File: src/timer_slot_bank_defines.svh
// Assertion macros for the timer slot bank sources.
// TSB_ASSERT checks on every clock edge outside reset.
// TSB_ASSERT_ALWAYS checks on every clock edge, reset included.
`ifndef TIMER_SLOT_BANK_DEFINES_SVH
`define TIMER_SLOT_BANK_DEFINES_SVH

`ifndef SYNTH

`define TSB_ASSERT(lbl, prop, msg) \
  lbl: assert property (@(posedge clk) disable iff (rst) prop) else $error(msg);

`define TSB_ASSERT_ALWAYS(lbl, prop, msg) \
  lbl: assert property (@(posedge clk) prop) else $error(msg);

`else

`define TSB_ASSERT(lbl, prop, msg)

`define TSB_ASSERT_ALWAYS(lbl, prop, msg)

`endif

`endif

File: src/tsb_pkg.sv
package tsb_pkg;

  // Default bank size and counter width
  localparam int TSB_NUM_SLOTS   = 8;
  localparam int TSB_COUNT_WIDTH = 16;

  // Fixed field widths of the item channels
  localparam int TICKS_W = 16;
  localparam int SLOT_W  = 3;
  localparam int TIME_W  = 16;
  localparam int VEC_W   = 8;

  // Command codes
  typedef enum logic [1:0] {
    OP_TICK   = 2'd0,
    OP_ALLOC  = 2'd1,
    OP_REMOVE = 2'd2,
    OP_CLEAR  = 2'd3
  } op_t;

endpackage

File: src/tsb_if.sv
// Command channel
interface tsb_cmd_if import tsb_pkg::*; ();
  logic               valid;
  logic               ready;
  op_t                operation;
  logic [TICKS_W-1:0] ticks;
  logic               periodic;
  logic [SLOT_W-1:0]  slot;

  modport source (output valid, output operation, output ticks, output periodic,
                  output slot, input ready);
  modport sink   (input valid, input operation, input ticks, input periodic,
                  input slot, output ready);
endinterface

// Response channel
interface tsb_rsp_if import tsb_pkg::*; ();
  logic              valid;
  logic              ready;
  logic [SLOT_W-1:0] alloc_slot;
  logic              alloc_failed;
  logic [TIME_W-1:0] time_now;
  logic [VEC_W-1:0]  timeout_flags;
  logic [VEC_W-1:0]  active_flags;
  logic [VEC_W-1:0]  fired_mask;

  modport source (output valid, output alloc_slot, output alloc_failed, output time_now,
                  output timeout_flags, output active_flags, output fired_mask,
                  input ready);
  modport sink   (input valid, input alloc_slot, input alloc_failed, input time_now,
                  input timeout_flags, input active_flags, input fired_mask,
                  output ready);
endinterface

File: src/timer_slot_bank.sv
// A tick registers the advanced counter and then scans every slot; allocate scans from
// slot 0 to the first free slot; remove and clear flag are applied when the item is taken.
// One item at a time: a single adder and deadline comparator visit one slot per cycle,
// so the bank takes no new item until the response for the last one is loaded.
// Synchronous reset clears the tick counter, active and timeout bits and the sequencer;
// deadlines and periods are not reset and are written by allocate before use.
`include "timer_slot_bank_defines.svh"

module timer_slot_bank import tsb_pkg::*; #(
  parameter int NUM_SLOTS   = TSB_NUM_SLOTS,
  parameter int COUNT_WIDTH = TSB_COUNT_WIDTH
) (
  input logic     clk,
  input logic     rst,
  tsb_cmd_if.sink   cmd,
  tsb_rsp_if.source rsp
);

  localparam int IDX_W = (NUM_SLOTS > 1) ? $clog2(NUM_SLOTS) : 1;
  localparam logic [IDX_W-1:0] LAST_IDX = IDX_W'(NUM_SLOTS - 1);

  typedef enum logic [4:0] {
    S_IDLE  = 5'b00001,
    S_TICK  = 5'b00010,
    S_SCAN  = 5'b00100,
    S_ALLOC = 5'b01000,
    S_DONE  = 5'b10000
  } state_t;

  state_t state, state_next;

  logic [COUNT_WIDTH-1:0] count;
  logic [COUNT_WIDTH-1:0] deadline [NUM_SLOTS];
  logic [COUNT_WIDTH-1:0] period [NUM_SLOTS];
  logic [NUM_SLOTS-1:0]   active;
  logic [NUM_SLOTS-1:0]   timeout;
  logic [NUM_SLOTS-1:0]   fired;
  logic [IDX_W-1:0]       idx;

  // Held item
  op_t                op_q;
  logic [TICKS_W-1:0] ticks_q;
  logic               periodic_q;
  logic               alloc_fail;

  // Shared adder and deadline compare
  logic [COUNT_WIDTH-1:0] add_a, add_b, sum;
  logic [COUNT_WIDTH-1:0] ticks_c;
  logic                   hit;
  logic                   last;
  logic                   accept;
  logic                   rsp_load;
  logic                   slot_ok;
  logic [IDX_W-1:0]       slot_idx;
  logic [VEC_W-1:0]       active_vec, timeout_vec, fired_vec;

  assign accept    = cmd.valid && cmd.ready;
  assign cmd.ready = (state == S_IDLE);
  assign ticks_c   = COUNT_WIDTH'(ticks_q);
  assign last      = (idx == LAST_IDX);
  assign rsp_load  = (state == S_DONE) && (!rsp.valid || rsp.ready);
  assign slot_ok   = int'(cmd.slot) < NUM_SLOTS;
  assign slot_idx  = IDX_W'(cmd.slot);

  // Select adder operands for the current step
  always_comb begin
    add_a = count;
    add_b = COUNT_WIDTH'(1);
    unique case (state)
      S_SCAN: begin
        add_a = deadline[idx];
        add_b = period[idx];
      end
      S_ALLOC: begin
        add_b = ticks_c;
      end
      default: begin
      end
    endcase
  end

  assign sum = add_a + add_b;
  assign hit = active[idx] && (deadline[idx] == count);

  // Sequencer
  always_comb begin
    state_next = state;
    unique case (state)
      S_IDLE: begin
        if (accept) begin
          unique case (cmd.operation)
            OP_TICK:  state_next = S_TICK;
            OP_ALLOC: state_next = S_ALLOC;
            default:  state_next = S_DONE;
          endcase
        end
      end
      S_TICK:  state_next = S_SCAN;
      S_SCAN:  if (last) state_next = S_DONE;
      S_ALLOC: if (!active[idx] || last) state_next = S_DONE;
      S_DONE:  if (rsp_load) state_next = S_IDLE;
      default: state_next = S_IDLE;
    endcase
  end

  // Slot state and datapath
  always_ff @(posedge clk) begin
    if (rst) begin
      state   <= S_IDLE;
      count   <= '0;
      active  <= '0;
      timeout <= '0;
      idx     <= '0;
    end else begin
      state <= state_next;
      unique case (state)
        S_IDLE: begin
          if (accept) begin
            op_q       <= cmd.operation;
            ticks_q    <= cmd.ticks;
            periodic_q <= cmd.periodic;
            fired      <= '0;
            alloc_fail <= 1'b0;
            idx        <= '0;
            // Apply remove and clear flag at once
            if (slot_ok) begin
              if (cmd.operation == OP_REMOVE) begin
                active[slot_idx]  <= 1'b0;
                timeout[slot_idx] <= 1'b0;
              end else if (cmd.operation == OP_CLEAR) begin
                timeout[slot_idx] <= 1'b0;
              end
            end
          end
        end
        S_TICK: begin
          count <= sum;
        end
        S_SCAN: begin
          // Fire a matching slot and advance a periodic deadline
          if (hit) begin
            timeout[idx] <= 1'b1;
            fired[idx]   <= 1'b1;
            if (period[idx] != '0) begin
              deadline[idx] <= sum;
            end
          end
          idx <= last ? '0 : idx + 1'b1;
        end
        S_ALLOC: begin
          // Take the lowest free slot
          if (!active[idx]) begin
            deadline[idx] <= sum;
            period[idx]   <= periodic_q ? ticks_c : '0;
            timeout[idx]  <= 1'b0;
            active[idx]   <= 1'b1;
          end else if (last) begin
            alloc_fail <= 1'b1;
          end else begin
            idx <= idx + 1'b1;
          end
        end
        S_DONE: begin
          if (rsp_load) begin
            idx <= '0;
          end
        end
        default: begin
        end
      endcase
    end
  end

  // Map slots onto the fixed-width vectors
  for (genvar g = 0; g < VEC_W; g++) begin : g_vec
    if (g < NUM_SLOTS) begin : g_on
      assign active_vec[g]  = active[g];
      assign timeout_vec[g] = timeout[g];
      assign fired_vec[g]   = fired[g];
    end else begin : g_off
      assign active_vec[g]  = 1'b0;
      assign timeout_vec[g] = 1'b0;
      assign fired_vec[g]   = 1'b0;
    end
  end

  // Response register
  always_ff @(posedge clk) begin
    if (rst) begin
      rsp.valid <= 1'b0;
    end else begin
      if (rsp.valid && rsp.ready) begin
        rsp.valid <= 1'b0;
      end
      if (rsp_load) begin
        rsp.valid <= 1'b1;
      end
    end
  end

  always_ff @(posedge clk) begin
    if (rsp_load) begin
      rsp.alloc_slot    <= (op_q == OP_ALLOC && !alloc_fail) ? SLOT_W'(idx) : '0;
      rsp.alloc_failed  <= alloc_fail;
      rsp.time_now      <= TIME_W'(count);
      rsp.timeout_flags <= timeout_vec;
      rsp.active_flags  <= active_vec;
      rsp.fired_mask    <= fired_vec;
    end
  end

  // Checks
  `TSB_ASSERT_ALWAYS(a_reset_idle, rst |=> (state == S_IDLE && !rsp.valid), "reset did not idle")
  `TSB_ASSERT(a_tick_count, (accept && cmd.operation == OP_TICK) |-> ##2 (count == COUNT_WIDTH'($past(count, 2) + 1'b1)), "tick did not advance counter")
  `TSB_ASSERT(a_fired_flagged, rsp.valid |-> ((rsp.fired_mask & ~rsp.timeout_flags) == '0), "fired slot without flag")
  `TSB_ASSERT(a_fail_full, (state == S_DONE && alloc_fail) |-> (&active), "allocate failed with a free slot")
  `TSB_ASSERT(a_fired_tick_only, (state == S_DONE && op_q != OP_TICK) |-> (fired == '0), "fired mask outside tick")

endmodule
File: src/flat_wrapper.sv
// flat-port wrapper written by rule: the top's interface ports become plain ports
module timer_slot_bank_flat import tsb_pkg::*;
#(
  parameter int NUM_SLOTS   = TSB_NUM_SLOTS,
  parameter int COUNT_WIDTH = TSB_COUNT_WIDTH
)
  (clk, rst, cmd_valid, cmd_operation, cmd_ticks, cmd_periodic, cmd_slot, cmd_ready, rsp_valid, rsp_alloc_slot, rsp_alloc_failed, rsp_time_now, rsp_timeout_flags, rsp_active_flags, rsp_fired_mask, rsp_ready);
  tsb_cmd_if cmd_i ();
  tsb_rsp_if rsp_i ();
  input logic clk;
  input logic rst;
  input wire logic [$bits(cmd_i.valid)-1:0] cmd_valid;
  input wire logic [$bits(cmd_i.operation)-1:0] cmd_operation;
  input wire logic [$bits(cmd_i.ticks)-1:0] cmd_ticks;
  input wire logic [$bits(cmd_i.periodic)-1:0] cmd_periodic;
  input wire logic [$bits(cmd_i.slot)-1:0] cmd_slot;
  output wire logic [$bits(cmd_i.ready)-1:0] cmd_ready;
  output wire logic [$bits(rsp_i.valid)-1:0] rsp_valid;
  output wire logic [$bits(rsp_i.alloc_slot)-1:0] rsp_alloc_slot;
  output wire logic [$bits(rsp_i.alloc_failed)-1:0] rsp_alloc_failed;
  output wire logic [$bits(rsp_i.time_now)-1:0] rsp_time_now;
  output wire logic [$bits(rsp_i.timeout_flags)-1:0] rsp_timeout_flags;
  output wire logic [$bits(rsp_i.active_flags)-1:0] rsp_active_flags;
  output wire logic [$bits(rsp_i.fired_mask)-1:0] rsp_fired_mask;
  input wire logic [$bits(rsp_i.ready)-1:0] rsp_ready;
  assign cmd_i.valid = cmd_valid;
  assign cmd_i.operation = cmd_operation;
  assign cmd_i.ticks = cmd_ticks;
  assign cmd_i.periodic = cmd_periodic;
  assign cmd_i.slot = cmd_slot;
  assign cmd_ready = cmd_i.ready;
  assign rsp_valid = rsp_i.valid;
  assign rsp_alloc_slot = rsp_i.alloc_slot;
  assign rsp_alloc_failed = rsp_i.alloc_failed;
  assign rsp_time_now = rsp_i.time_now;
  assign rsp_timeout_flags = rsp_i.timeout_flags;
  assign rsp_active_flags = rsp_i.active_flags;
  assign rsp_fired_mask = rsp_i.fired_mask;
  assign rsp_i.ready = rsp_ready;
  timer_slot_bank #(.NUM_SLOTS(NUM_SLOTS), .COUNT_WIDTH(COUNT_WIDTH)) u_core (.clk(clk), .rst(rst), .cmd(cmd_i), .rsp(rsp_i));
endmodule
File: config.mk
export PLATFORM = sky130hd
export DESIGN_NAME = timer_slot_bank_flat
export DESIGN_NICKNAME = d
export VERILOG_FILES = /design/src/tsb_pkg.sv /design/src/tsb_if.sv /design/src/timer_slot_bank.sv /design/src/flat_wrapper.sv
export VERILOG_INCLUDE_DIRS = /design/src /design/src/src
export SDC_FILE = /design/constraint.sdc
export NUM_CORES = 1
export LEC_CHECK = 0
export ABC_AREA = 0
export BUFFER_PORTS_ARGS = -buffer_cell sky130_fd_sc_hd__buf_2
export CORE_MARGIN = 1
export CORE_UTILIZATION = 61
export CTS_CLUSTER_SIZE = 28
export DETAILED_ROUTE_END_ITERATION = 10
export PLACE_DENSITY_LB_ADDON = 0.2
export SETUP_SLACK_MARGIN = 0.3
export SLEW_MARGIN = 20
export SYNTH_ARGS = -nofsm -noshare
export SYNTH_HDL_FRONTEND = slang
export SYNTH_SLANG_ARGS = --single-unit
export TNS_END_PERCENT = 100
File: constraint.sdc
create_clock -name clk -period 4.55 [get_ports clk]
set_input_delay 0.2275 -clock clk [delete_from_list [all_inputs] [get_ports clk]]
set_output_delay 0.2275 -clock clk [all_outputs]
set_load 0.005 [all_outputs]
# --- After elaboration in Yosys (flattened, before gate mapping) ---
# Memory sizes are Yosys's and may differ from the RTL's. A register that Yosys moved wholly into a read port is not among the register bits.
# Cells that the tools add are included.
classes:
  order_cmp: 4
  n_mux: 54
  n_reduce_logical: 26
  n_eq_ne: 22
  n_bitwise: 10
  n_addsub: 2
op_table:
  columns: ["cell", "n"]
  rows:
  - ["two-way mux 8 bit", 10]
  - ["two-way mux 16 bit", 3]
  - ["case mux 16 bit (2 select lines)", 1]
  - ["case mux 8 bit (2 select lines)", 2]
  - ["two-way mux 3 bit", 9]
  - ["case mux 5 bit (5 select lines)", 1]
  - ["bitwise AND 8 bit", 3]
  - ["bitwise OR 8 bit", 3]
  - ["case mux 8 bit (3 select lines)", 1]
  - ["two-way mux 5 bit", 4]
  - ["two-way mux 1 bit", 17]
  - ["adder 16 bit", 1]
  - ["== test 16 bit", 1]
  - ["NOT 8 bit", 2]
  - ["nonzero test 16 bit", 1]
  - ["AND reduction 5 bit", 3]
  - ["!= test 2 x 1 -> 1 bit (second input constant)", 6]
  - ["case mux 3 bit (4 select lines)", 1]
  - ["AND reduction 4 bit", 3]
  - ["case mux 5 bit (2 select lines)", 1]
  - ["< comparator 3 x 4 -> 1 bit (second input constant)", 2]
  - ["!= test 2 bit (second input constant)", 4]
  - ["logical AND 1 bit", 7]
  - ["demux 1 bit (select 3 bit)", 2]
  - ["other kinds (22)", 30]
totals:
  word_cells: 137
  output_inout_bits: 46
  inputBits: 26
  memories: 2
  reg_bits: 113
  mem_bits_rw: 256
memory_table:
  columns: ["name", "depth", "word_bits", "rd", "rd_ports_with_merged_regs", "write_ports", "line_no", "source"]
  rows:
  - ["u_core.deadline", 8, 16, 1, 1, 1, "timer_slot_bank.sv:33", "logic [COUNT_WIDTH-1:0] deadline [NUM_SLOTS];"]
  - ["u_core.period", 8, 16, 1, 1, 1, "timer_slot_bank.sv:34", "logic [COUNT_WIDTH-1:0] period [NUM_SLOTS];"]

# --- Depth between registers and ports, before layout ---
# Gate-level depths: netlist of run 1.
logic_depth:
  ltp_word: 10
  mapped_depth: 18
  depth_no_buf: 16

# --- Worst setup path after synthesis of run 1 ---
# No wires, ideal clock.
synth_timing:
  kind: "reg-to-reg"
  start: "register u_core.state[0]"
  end: "memory u_core.deadline[0][15] in the netlist's numbering (data pin)"
  required_ns: 4.313
  path_stages_with_launch: 16
  setup_time_ns: 0.237
  path_slack_ns: 0.617
  n_path_buf: 3
  t_arrival_ns: 3.696
  cell_sequence: "dfxtp_1 -> nor3_1 -> nand3b_1 -> inv_1 -> clkbuf_1 -> clkbuf_1 -> buf_1 -> nand2_1 -> o21ai_0 -> ha_1 -> and2_1 -> a221o_1 -> or3_1 -> a31oi_1 -> a211o_1 -> xor2_1"
synth_between:
  elab_chain_cells: 4
  elab_cells_between_ends: 6
synth_lines:
  columns: ["element", "line_no", "source"]
  rows:
  - ["start, declared", "timer_slot_bank.sv:30", "state_t state, state_next;"]
  - ["start signal, assigned", "timer_slot_bank.sv:115", "state <= state_next;"]
  - ["== test 5 x 4 -> 1 bit or == test 5 x 3 -> 1 bit (tied branches)", "timer_slot_bank.sv:69", "unique case (state)"]
  - ["case mux 16 bit (2 select lines) or two-way mux 16 bit (tied branches)", "timer_slot_bank.sv:69", null]
  - ["adder 16 bit (*)", "timer_slot_bank.sv:82", "assign sum = add_a + add_b;"]
  - ["via u_core.sum[15]", "timer_slot_bank.sv:47", "logic [COUNT_WIDTH-1:0] add_a, add_b, sum;"]
  - ["two-way mux 16 bit (no line) (*)", null, null]
  - ["end, declared", "timer_slot_bank.sv:33", null]
# Mark *: on every way through the listed nets, which the timed path passes. The rest lies on a longest branch.

==> metrics.md, run 1 <==
| Metric | Value |
|---|---|
| Outcome | `finished clean` |
| Dpl cells | `1391` |
| Levels on crit path | `11` |
| Maximum clock frequency | `246 MHz` |
| Number of distinct library cells after synthesis | `65` |
| Post-synthesis average cell area | `15.4 um2` |
| Worst IR Drop VDD | `0.000424 V` |
| Number of detailed-routing iterations run before antenna repair | `5` |
| Critical path required time | `4.78 ns` |
| Number of nets produced by synthesis | `1039` |
| Final hold violation count | `0` |
| Post-DP HPWL | `22.4 mm` |
| Place WS | `0.512 ns` |
| Core Region | `24500 um2` |
| I/O pin count | `72` |
| Number of CTS-inserted buffers | `37` |
| Fraction of synthesis flops using an asynchronous set or reset pin | `0` |
| CP Capture Point | `u_core.deadline[3][15]` |
| DRC violations left | `0` |
| Net Sw Power | `0.00144 W` |
| Number of global-route vias before repair | `8974` |
| Area growth, synth to finish | `16.1%` |
| H-tree depth | `2` |
| Number of setup violations in the final report | `0` |
| Highest-delay cell along the critical path | `sky130_fd_sc_hd__dfxtp_4` |
| Post-route clock skew | `0.0163 ns` |
| Leak | `6.00 nW` |
| Root buffer cell | `sky130_fd_sc_hd__clkbuf_16` |
| WL per Instance | `23.7 um` |
| Die Height | `161 um` |
| Maximum clock insertion buffer count | `3` |
| Relative contribution of the clock network to total power | `0.410` |
| Sink count of the clock tree | `372` |
| IO Port Bufs | `71` |
| Register-to-register setup slack | `0.48 ns` |
| Cell area after technology mapping | `15400 um2` |
| Max Fanout on Critical Path | `22` |
| Finished Core Util | `0.727` |
| Delay of the slowest critical-path stage | `0.56 ns` |
| Cell occurring most often along the worst timing path | `sky130_fd_sc_hd__o21ai_0` |
| Worst path arrival time | `4.30 ns` |
| Antenna-violating nets left | `0` |
| Depth of the most critical reg-to-reg path | `11` |
| Setup repair after global routing missed its margin | `true` |
| Final setup slack of the worst path | `0.480 ns` |
| Clock tree from TritonCTS | `yes` |
| Initial DRC Count | `1002` |
| Crit end category | `flip-flop` |
| Ant diodes | `0` |
| Total Negative Setup Slacks | `0 ns` |
| Switching power share of the total | `0.204` |
| Clock latency reported for the late side of the worst-skew pair | `0.52 ns` |
| Setup crit start kind | `flip-flop` |
| Crit path buffers/inverters | `1` |
| Sequential cell fraction of total power | `0.545` |
| Most frequent cells in the layout | `sky130_fd_sc_hd__edfxtp_1, sky130_fd_sc_hd__nand2_1, sky130_fd_sc_hd__buf_2` |
| Maximum number of pins on one net before global-route repair | `54` |
| Minimum clock period after layout | `4.07 ns` |
| Cells along the critical path | `buf_12 > mux4_2 > o21ai_0 > o21ai_0 > ha_1 > and2_1 > a221o_1 > or3_1 > a31oi_1 > a211o_1 > xor2_1` |
| GRT Total Usage | `0.277` |
| Cell Count, Final, Fillers Out | `1475` |
| Crit path max-delay family | `compound AO/OA/AOI/OAI gates` |
| Proportion of layout cells with a drive suffix above 1 | `0.213` |
| Die ar. | `25800 um2` |
| Last weighted congestion value of the routability-driven placer | `0.927` |
| Vias per inst | `6.25` |
| Number of fill cells | `1551` |
| Portion of total power attributed to combinational logic | `0.045` |
| GR Overflow Total | `0` |
| Pin slew with the least headroom to its limit | `1.05 ns` |
| Vias | `9224` |
| Number of cells produced by synthesis | `995` |
| Yosys warning total | `0` |
| Area share of the largest cell type after synthesis | `0.641` |
| Internal power | `0.00561 W` |
| Max-cap check violation count | `0` |
| Power Density | `395 nW/um2` |
| Reg-to-reg critical path endpoint | `u_core.deadline[3][15]` |
| Number of pins with negative max-slew slack in the final report | `0` |
| Effective utilization at floorplan | `0.626` |
| Largest area contributor in the netlist | `sky130_fd_sc_hd__edfxtp_1` |
| Number of nets at the end of the flow | `1170` |
| Std-Cell Rows | `57` |
| Number of antenna violations at the first check in global routing | `1` |
| Clk pin slew, worst setup/hold paths | `0.06 ns` |
| Die X-Extent | `161 um` |
| Headroom to the max-slew limit | `0.298` |
| Flops & latches, synth | `372` |
| Sequential fraction of the synthesis area | `0.698` |
| Leading cell type in the layout, fill and taps excluded | `sky130_fd_sc_hd__edfxtp_1` |
| Post-synth EDFFs | `328` |
| Wire length of the first global-routing pass | `52.5 mm` |
| Detailed Route WL | `34.9 mm` |
| Most area-consuming cells after synthesis | `sky130_fd_sc_hd__edfxtp_1, sky130_fd_sc_hd__mux4_2, sky130_fd_sc_hd__dfxtp_1, sky130_fd_sc_hd__mux2i_1, sky130_fd_sc_hd__nand2_1` |
| Type of the setup path with the least slack | `reg -> reg` |
| Primary flip-flop cell chosen by synthesis mapping | `sky130_fd_sc_hd__edfxtp_1` |
| Hold/Removal Path Class | `in -> reg` |
| Fin crit share | `0.895` |
power groups by stage:
stage               combinational, W  sequential [W]  clock, W
finish                      0.000319         0.00384   0.00289
CTS                         0.000314         0.00384   0.00291
global route                0.000347         0.00384   0.00303
detailed placement          0.000300         0.00391         0
floorplan                   0.000179         0.00390         0
global placement            0.000290         0.00391         0
cells by family after synthesis:
group,after synthesis,share of synthesized area
simple gates,233,0.0765
compound gates,181,0.0746
mux,105,0.104
buf+inv,59,0.0165
fa+ha+maj,18,0.0151
xor+xnor,27,0.0154
flops,372,0.698
repair_timing:
action                                  4_1_cts  5_1_grt
setup buffers                                 0        1
hold buffers                                 19        0
endpoints found under the hold margin        20        0
endpoints found under the setup margin        0       37
resized for setup                             0       11
cells in the mapped netlist, types with 6 or more instances:
| library cell | number |
|---|---|
| sky130_fd_sc_hd__a211oi_1 | 8 |
| sky130_fd_sc_hd__a21oi_1 | 51 |
| sky130_fd_sc_hd__a22oi_1 | 19 |
| sky130_fd_sc_hd__a31oi_1 | 11 |
| sky130_fd_sc_hd__and2_1 | 21 |
| sky130_fd_sc_hd__buf_2 | 14 |
| sky130_fd_sc_hd__clkbuf_1 | 26 |
| sky130_fd_sc_hd__dfxtp_1 | 44 |
| sky130_fd_sc_hd__edfxtp_1 | 328 |
| sky130_fd_sc_hd__ha_1 | 17 |
| sky130_fd_sc_hd__inv_1 | 13 |
| sky130_fd_sc_hd__mux2i_1 | 60 |
| sky130_fd_sc_hd__mux4_2 | 42 |
| sky130_fd_sc_hd__nand2_1 | 72 |
| sky130_fd_sc_hd__nand2b_1 | 6 |
| sky130_fd_sc_hd__nand3_1 | 12 |
| sky130_fd_sc_hd__nand3b_1 | 7 |
| sky130_fd_sc_hd__nor2_1 | 50 |
| sky130_fd_sc_hd__nor2b_1 | 7 |
| sky130_fd_sc_hd__nor3_1 | 14 |
| sky130_fd_sc_hd__nor4_1 | 6 |
| sky130_fd_sc_hd__o21a_1 | 12 |
| sky130_fd_sc_hd__o21ai_0 | 47 |
| sky130_fd_sc_hd__or3_1 | 7 |
| sky130_fd_sc_hd__xnor2_1 | 21 |
| sky130_fd_sc_hd__xor2_1 | 6 |
state kept, by name, summed over array words and instances (netlist names), 5 cells and up, named ones only:
name	flops
u_core.ticks_c	16
u_core.fired	8
u_core.timeout	8
u_core.rsp.active_flags	8
u_core.period	128
u_core.active	8
u_core.deadline	128
u_core.count	16
u_core.rsp.time_now	16
u_core.state	5
u_core.rsp.timeout_flags	8
u_core.rsp.fired_mask	8
worst min-delay path by stage:
stage                           from                  to  slack (ns)  depth (start not counted)
finish                   cmd_slot[1]    u_core.active[6]        0.03                          2
global route             cmd_slot[1]    u_core.active[7]        0.04                          2
CTS                      cmd_slot[1]    u_core.active[6]        0.01                          2
detailed placement      cmd_ticks[2]   u_core.ticks_c[2]        0.41                          1
global placement       cmd_ticks[10]  u_core.ticks_c[10]        0.40                          1
floorplan           cmd_operation[0]     u_core.state[1]        0.30                          1
stage by stage:
step | hold slack [ns] | total power (W) | area (um2)
2_1_floorplan | 0.304 | 0.00407 | 15400
4_1_cts | 0.00951 | 0.00706 | 17800
6_report | 0.0268 | 0.00704 | 17800
5_1_grt | 0.0390 | 0.00722 | 17800
3_5_place_dp | 0.406 | 0.00421 | 16400
3_3_place_gp | 0.404 | 0.00420 | 16400
layout make-up:
| type | count | area (um2) | share of cell area |
|---|---|---|---|
| sequential | 372 | 10700 | 0.602 |
| multi-input combinational | 564 | 4490 | 0.252 |
| timing repair buffer | 138 | 1030 | 0.0575 |
| clock buffer | 52 | 1000 | 0.0562 |
| tap | 324 | 405 | 0.0227 |
| clock inverter | 12 | 131 | 0.00736 |
| inverter | 13 | 48.8 | 0.00274 |
per-layer routing:
layer,track usage,part of all wire
met1,0.371,0.40
met2,0.462,0.49
met4,0.0961,0.029
met5,0,0.00037
met3,0.0483,0.076
Power figures use the tool's default switching activity.
==> run 2: changes to the inputs <==
--- a/config.mk
+++ b/config.mk
@@ -12,7 +12,7 @@
 export CORE_UTILIZATION = 61
 export CTS_CLUSTER_SIZE = 28
 export DETAILED_ROUTE_END_ITERATION = 10
-export PLACE_DENSITY_LB_ADDON = 0.2
+export PLACE_DENSITY = 0.85
 export SETUP_SLACK_MARGIN = 0.3
 export SLEW_MARGIN = 20
 export SYNTH_ARGS = -nofsm -noshare
==> run 2 against run 1 <==
Worst setup slack lost 0.060 ns. Clock power is 3% higher. Sequential share of layout area rose by 0.13 points. Sequential power hardly changed. Core utilization decreased by 0.18 points. Global-route usage increased by 1.6 points. First-iteration DRC count up 37%. Final area is 0.25% lower. Worst hold slack lost 0.0081 ns. Non-clock buffer count is 5 lower. Critical path type unchanged.
==> metrics.md, run 2 (same netlist as run 1, synthesis figures left out) <==
| Metric | Value |
|---|---|
| Outcome | `finished clean (unchanged)` |
| Worst IR Drop VDD | `0.000259 V (was 0.000424 V)` |
| Post-route total power | `0.00714 W (was 0.00704 W)` |
| Wire length of the first global-routing pass | `56.1 mm (was 52.5 mm)` |
| Number of antenna violations at the first check in global routing | `0 (was 1)` |
| Number of detailed-routing iterations run before antenna repair | `6 (was 5)` |
| Number of CTS-inserted buffers | `38 (was 37)` |
| Initial DRC Count | `1377 (was 1002)` |
| DRC violations left | `0 (unchanged)` |
| Type of the setup path with the least slack | `reg -> reg (unchanged)` |
| Effective utilization at floorplan | `0.626 (unchanged)` |
| Post-DP HPWL | `21.9 mm (was 22.4 mm)` |
| Pin slew with the least headroom to its limit | `1.05 ns (about the same)` |
| Finished Core Util | `0.725 (was 0.727)` |
| Max Fanout on Critical Path | `22 (unchanged)` |
| Core Region | `24500 um2 (unchanged)` |
| Post-route clock skew | `0.0267 ns (was 0.0163 ns)` |
| Vias | `9714 (was 9224)` |
| Proportion of layout cells with a drive suffix above 1 | `0.218 (was 0.213)` |
| Power Density | `401 nW/um2 (was 395 nW/um2)` |
| Number of pins with negative max-slew slack in the final report | `0 (unchanged)` |
| Setup crit start kind | `flip-flop (unchanged)` |
| Fin crit share | `0.908 (was 0.895)` |
| Metal2 WL | `18.5 mm (was 17.2 mm)` |
| I/O pin count | `72 (unchanged)` |
| Switching power share of the total | `0.213 (was 0.204)` |
| Detailed Route WL | `37.5 mm (was 34.9 mm)` |
| Sink count of the clock tree | `372 (unchanged)` |
| Post-route cell area | `17800 um2 (about the same)` |
| Clock latency reported for the late side of the worst-skew pair | `0.53 ns (was 0.52 ns)` |
| Maximum clock insertion buffer count | `3 (unchanged)` |
| Most frequent cells in the layout | `sky130_fd_sc_hd__edfxtp_1, sky130_fd_sc_hd__nand2_1, sky130_fd_sc_hd__buf_2 (unchanged)` |
| Routed met1 length | `13.3 mm (was 14.0 mm)` |
| GR Overflow Total | `0 (unchanged)` |
| Maximum clock frequency | `242 MHz (was 246 MHz)` |
| Total Negative Setup Slacks | `0 ns (unchanged)` |
| Net Sw Power | `0.00152 W (was 0.00144 W)` |
| Relative contribution of the clock network to total power | `0.417 (was 0.410)` |
| IO Port Bufs | `71 (unchanged)` |
| Std-Cell Rows | `57 (unchanged)` |
| Clock tree from TritonCTS | `yes (unchanged)` |
| Clk pin slew, worst setup/hold paths | `0.06 ns (about the same)` |
| Maximum number of pins on one net before global-route repair | `54 (unchanged)` |
| Sequential cell fraction of total power | `0.537 (was 0.545)` |
| Final hold violation count | `0 (unchanged)` |
| Worst path arrival time | `4.36 ns (was 4.30 ns)` |
| Number of nets at the end of the flow | `1166 (was 1170)` |
| Area growth, synth to finish | `15.8% (was 16.1%)` |
| Registers with the highest flip-flop counts | `u_core.deadline (128), u_core.period (128) (unchanged)` |
| Minimum clock period after layout | `4.13 ns (was 4.07 ns)` |
| Headroom to the max-slew limit | `0.298 (about the same)` |
| Critical path required time | `4.78 ns (about the same)` |
| Crit end category | `flip-flop (unchanged)` |
| Internal power | `0.00562 W (was 0.00561 W)` |
| Highest metal used | `met4 (was met5)` |
| H-tree depth | `2 (unchanged)` |
| Die X-Extent | `161 um (unchanged)` |
| WL per Instance | `25.4 um (was 23.7 um)` |
| Vias per inst | `6.59 (was 6.25)` |
| Amount of wire on met3 after detailed routing | `3.72 mm (was 2.66 mm)` |
| Antenna-violating nets left | `0 (unchanged)` |
| Portion of total power attributed to combinational logic | `0.046 (was 0.045)` |
| Last weighted congestion value of the routability-driven placer | `0.916 (was 0.927)` |
| Root buffer cell | `sky130_fd_sc_hd__clkbuf_16 (unchanged)` |
| Die Height | `161 um (unchanged)` |
| Hold/Removal Path Class | `in -> reg (unchanged)` |
| Leading cell type in the layout, fill and taps excluded | `sky130_fd_sc_hd__edfxtp_1 (unchanged)` |
| Area after detailed placement | `16300 um2 (was 16400 um2)` |
| Die ar. | `25800 um2 (unchanged)` |
| Number of setup violations in the final report | `0 (unchanged)` |
| Leak | `5.99 nW (was 6.00 nW)` |
| GRT Total Usage | `0.292 (was 0.277)` |
| Ant diodes | `0 (unchanged)` |
| Setup repair after global routing missed its margin | `false (was true)` |
| Max-cap check violation count | `0 (unchanged)` |
| Number of global-route vias before repair | `9626 (was 8974)` |
[run 2: cell types whose count changed in the layout (fill, tap and decap cells not counted), moves of 2 or more]
cell	delta
sky130_fd_sc_hd__clkbuf_1	-6
sky130_fd_sc_hd__buf_12	-5
sky130_fd_sc_hd__clkinv_2	+4
sky130_fd_sc_hd__clkbuf_8	+3
sky130_fd_sc_hd__o21ai_0	-3
sky130_fd_sc_hd__o21ai_1	+3
sky130_fd_sc_hd__buf_6	-2
sky130_fd_sc_hd__bufinv_16	-2
sky130_fd_sc_hd__clkbuf_16	+2
sky130_fd_sc_hd__clkinvlp_4	+2
[run 2: critical path, cell delays in order (launching register included)]
cell and delay, ns:
sky130_fd_sc_hd__dfxtp_2 0.41, sky130_fd_sc_hd__buf_4 0.37, sky130_fd_sc_hd__mux2i_1 0.13, sky130_fd_sc_hd__a22o_1 0.25, sky130_fd_sc_hd__a221oi_1 0.49, sky130_fd_sc_hd__nand2_1 0.13, sky130_fd_sc_hd__nand2_1 0.15, sky130_fd_sc_hd__ha_1 0.31
sky130_fd_sc_hd__nor2b_1 0.18, sky130_fd_sc_hd__o31a_1 0.32, sky130_fd_sc_hd__o2111ai_1 0.31, sky130_fd_sc_hd__a21oi_2 0.13, sky130_fd_sc_hd__a31oi_1 0.42, sky130_fd_sc_hd__xnor2_2 0.21
[run 2: worst paths after layout]
kind,cells past startpoint,to,slack (ns),from
worst max-delay path,13,u_core.deadline[3][14],0.42,flip-flop
worst min-delay path,2,u_core.active[7],0.02,cmd_slot[1]
worst max register to register,13,u_core.deadline[3][14],0.42,flip-flop
worst min register to register,0,u_core.rsp.timeout_flags[1],0.44,u_core.timeout[1]
[run 2: routing by layer]
| metal | vias to the layer above | global-route usage |
|---|---|---|
| met1 | 4699 | 0.367 |
| li1 | 4122 | - |
| met2 | 726 | 0.491 |
| met5 | - | 0 |
| met3 | 167 | 0.0579 |
| met4 | 0 | 0.142 |
[run 2: power by group through the flow]
stage	Sequential (W)	Combinational (W)	Clock (W)
6_report	0.00384	0.000326	0.00298
5_1_grt	0.00384	0.000353	0.00312
4_1_cts	0.00384	0.000318	0.00297
3_5_place_dp	0.00391	0.000300	0
3_3_place_gp	0.00391	0.000289	0
2_1_floorplan	0.00390	0.000179	0
[run 2: per-stage QoR]
step	std cells	setup WS (ns)	hold slack, ns
after floorplan	995	0.617	0.304
after global placement	1383	0.449	0.404
after detailed placement	1383	0.311	0.406
after CTS	1472	0.267	0.00516
after global routing	1475	0.298	0.0243
final	1475	0.420	0.0188
[run 2: cell type report]
type | instances | area (um2)
clock buffer | 51 | 1070
sequential | 372 | 10700
inverter | 13 | 48.8
timing repair buffer | 133 | 928
clock inverter | 18 | 126
fill | 1447 | 6740
multi-input combinational | 564 | 4480
tap | 324 | 405
[run 2: timing repair]
action / 4_1_cts / 5_1_grt
hold buffers: 20 / 0
buffers inserted: 0 / 3
gates resized for setup: 1 / 10
endpoints found under the hold margin: 21 / 0
gates cloned: 0 / 0
setup endpoints to repair: 9 / 99
==> run 3: changes to the inputs <==
--- a/config.mk
+++ b/config.mk
@@ -8,7 +8,7 @@
 export LEC_CHECK = 0
 export ABC_AREA = 0
 export BUFFER_PORTS_ARGS = -buffer_cell sky130_fd_sc_hd__buf_2
-export CORE_MARGIN = 1
+export CORE_MARGIN = 8
 export CORE_UTILIZATION = 61
 export CTS_CLUSTER_SIZE = 28
 export DETAILED_ROUTE_END_ITERATION = 10
==> run 3 against run 2 <==
Critical path depth decreased by 3. Worst setup slack improved by 0.044 ns. Power decreased by 2.4%. Worst hold slack better by 0.024 ns. Sequential cell count unchanged. Clock-buffer cell count is 2 lower. Clock power down 6%. Register-to-register slack improved by 0.04 ns. Critical path type unchanged. Largest cell class unchanged. Highest routed layer unchanged.
==> metrics.md, run 3 (same netlist as run 1, synthesis figures left out) <==
| Metric | Value |
|---|---|
| Headroom to the max-slew limit | `0.324 (was 0.298)` |
| Area growth, synth to finish | `15.6% (was 15.8%)` |
| Worst path arrival time | `4.32 ns (was 4.36 ns)` |
| Clock tree from TritonCTS | `yes (unchanged)` |
| Post-route clock skew | `0.0174 ns (was 0.0267 ns)` |
| Pin slew with the least headroom to its limit | `1.01 ns (was 1.05 ns)` |
| Cell occurring most often along the worst timing path | `sky130_fd_sc_hd__o21ai_0 (was sky130_fd_sc_hd__nand2_1)` |
| Number of detailed-routing iterations run before antenna repair | `5 (was 6)` |
| Die ar. | `30500 um2 (was 25800 um2)` |
| Number of nets at the end of the flow | `1175 (was 1166)` |
| Leading cell type in the layout, fill and taps excluded | `sky130_fd_sc_hd__edfxtp_1 (unchanged)` |
| Vias | `9658 (was 9714)` |
| Final hold violation count | `0 (unchanged)` |
| Type of the setup path with the least slack | `reg -> reg (unchanged)` |
| Crit path max-delay family | `compound AO/OA/AOI/OAI gates (unchanged)` |
| Sink count of the clock tree | `372 (unchanged)` |
| Leak | `5.95 nW (was 5.99 nW)` |
| Initial DRC Count | `1379 (was 1377)` |
| Number of global-route vias before repair | `9687 (was 9626)` |
| IO Port Bufs | `71 (unchanged)` |
| Register-to-register setup slack | `0.46 ns (was 0.42 ns)` |
| Effective utilization at floorplan | `0.616 (was 0.626)` |
| I/O pin count | `72 (unchanged)` |
| Number of pins with negative max-slew slack in the final report | `0 (unchanged)` |
| Crit path buffers/inverters | `1 (unchanged)` |
| DRC violations left | `0 (unchanged)` |
| GR Overflow Total | `0 (unchanged)` |
| Die Height | `175 um (was 161 um)` |
| Delay of the slowest critical-path stage | `0.53 ns (was 0.49 ns)` |
| Number of antenna violations at the first check in global routing | `0 (unchanged)` |
| Antenna-violating nets left | `0 (unchanged)` |
| GRT Total Usage | `0.239 (was 0.292)` |
| Maximum clock frequency | `245 MHz (was 242 MHz)` |
| Detailed Route WL | `37.4 mm (was 37.5 mm)` |
| Cells along the critical path | `buf_4 > mux4_2 > o21ai_0 > o21ai_0 > ha_1 > or3_1 > o21ai_0 > o21bai_1 > a21oi_1 > xnor2_1 (was buf_4 > mux2i_1 > a22o_1 > a221oi_1 > nand2_1 > nand2_1 > ha_1 > nor2b_1 > o31a_1 > o2111ai_1 > a21oi_2 > a31oi_1 > xnor2_2)` |
| Crit end category | `flip-flop (unchanged)` |
| Setup crit start kind | `flip-flop (unchanged)` |
| Maximum clock insertion buffer count | `3 (unchanged)` |
| Total Negative Setup Slacks | `0 ns (unchanged)` |
| Number of setup violations in the final report | `0 (unchanged)` |
| Max Fanout on Critical Path | `13 (was 22)` |
| Wire length of the first global-routing pass | `56.0 mm (was 56.1 mm)` |
| Power Density | `392 nW/um2 (was 401 nW/um2)` |
| Max-cap check violation count | `0 (unchanged)` |
| Root buffer cell | `sky130_fd_sc_hd__clkbuf_16 (unchanged)` |
| Die X-Extent | `175 um (was 161 um)` |
| Clk pin slew, worst setup/hold paths | `0.06 ns (about the same)` |
| Outcome | `finished clean (unchanged)` |
| Reg-to-reg critical path endpoint | `u_core.deadline[3][9] (was u_core.deadline[3][14])` |
| Highest-delay cell along the critical path | `sky130_fd_sc_hd__mux4_2 (was sky130_fd_sc_hd__a221oi_1)` |
| Proportion of layout cells with a drive suffix above 1 | `0.217 (was 0.218)` |
| Most frequent cells in the layout | `sky130_fd_sc_hd__edfxtp_1, sky130_fd_sc_hd__nand2_1, sky130_fd_sc_hd__buf_2 (unchanged)` |
| Setup repair after global routing missed its margin | `false (unchanged)` |
| Maximum number of pins on one net before global-route repair | `52 (was 54)` |
| Ant diodes | `0 (unchanged)` |
| Last weighted congestion value of the routability-driven placer | `0.948 (was 0.916)` |
| Critical path required time | `4.78 ns (about the same)` |
| Number of CTS-inserted buffers | `36 (was 38)` |
| Depth of the most critical reg-to-reg path | `10 (was 13)` |
| Clock latency reported for the late side of the worst-skew pair | `0.53 ns (about the same)` |
| Registers with the highest flip-flop counts | `u_core.deadline (128), u_core.period (128) (unchanged)` |
| Worst IR Drop VDD | `0.000287 V (was 0.000259 V)` |
| Post-DP HPWL | `23.5 mm (was 21.9 mm)` |
| Fin crit share | `0.898 (was 0.908)` |
| Post-route total power | `0.00697 W (was 0.00714 W)` |
| Critical hold path startpoint | `cmd_slot[1] (unchanged)` |
| Finished Core Util | `0.711 (was 0.725)` |
| Vias per inst | `6.50 (was 6.59)` |
| Hold-critical path endpoint | `u_core.active[7] (unchanged)` |
| WL per Instance | `25.2 um (was 25.4 um)` |
| Core Region | `25000 um2 (was 24500 um2)` |
| Std-Cell Rows | `58 (was 57)` |
| H-tree depth | `2 (unchanged)` |
| Hold/Removal Path Class | `in -> reg (unchanged)` |
| Number of cells on the worst hold path | `2 (unchanged)` |
| Minimum clock period after layout | `4.09 ns (was 4.13 ns)` |
-- run 3: cell types whose count changed in the layout (fill, tap and decap cells not counted), moves of 2 or more --
cell / before / now
sky130_fd_sc_hd__buf_4: 37 / 48
sky130_fd_sc_hd__clkbuf_1: 7 / 10
sky130_fd_sc_hd__clkbuf_8: 5 / 2
sky130_fd_sc_hd__clkbuf_16: 39 / 37
sky130_fd_sc_hd__clkinv_2: 7 / 5
sky130_fd_sc_hd__xnor2_1: 18 / 20
sky130_fd_sc_hd__xnor2_2: 3 / 1
-- run 3: worst max path at each step --
stage,from,end,cells after the start
final,flip-flop,u_core.deadline[3][9],10
after global routing,u_core.state[0],u_core.count[14],17
after CTS,flip-flop,u_core.count[12],14
after detailed placement,flip-flop,u_core.deadline[7][14],13
after global placement,flip-flop,u_core.deadline[7][14],13
after floorplan,u_core.state[0],u_core.deadline[0][15],15
-- run 3: routing by layer --
metal | global-route usage | up-vias | wire [um]
met5 | 0 | - | 0
met4 | 0.124 | 0 | 1950
met3 | 0.0447 | 145 | 3730
met2 | 0.400 | 677 | 18400
met1 | 0.293 | 4701 | 13300
li1 | - | 4135 | -
-- run 3: repair_timing --
| action | in CTS | in global routing |
|---|---|---|
| cloned | 0 | 0 |
| resized for setup | 2 | 10 |
| pin swaps | 0 | 2 |
| hold buffers | 21 | 0 |
| endpoints found under the hold margin | 21 | 0 |
| setup buffers | 1 | 6 |
| endpoints found under the setup margin | 39 | 58 |
-- run 3: final cells by class --
cell class | instances | area [um2]
Clock buffer | 49 | 991
Clock inverter | 14 | 108
Fill cell | 1504 | 7200
Inverter | 13 | 52.6
Multi-Input combinational cell | 564 | 4460
Sequential cell | 372 | 10700
Tap cell | 330 | 413
Timing Repair Buffer | 144 | 997
-- run 3: per-stage QoR --
step | worst slack [ns] | hold slack [ns] | cells | instance area [um2]
after detailed placement | 0.167 | 0.406 | 1395 | 16300
after floorplan | 0.617 | 0.304 | 995 | 15400
after global routing | 0.249 | 0.0448 | 1486 | 17800
after CTS | 0.286 | 0.0115 | 1480 | 17700
after global placement | 0.363 | 0.405 | 1395 | 16300
final | 0.464 | 0.0425 | 1486 | 17800
-- run 3: where the power goes --
part           total (W)  switching (W)  internal, W
Combinational   0.000324       0.000215     0.000109
Clock            0.00280        0.00121      0.00159
Sequential       0.00384      0.0000441      0.00380
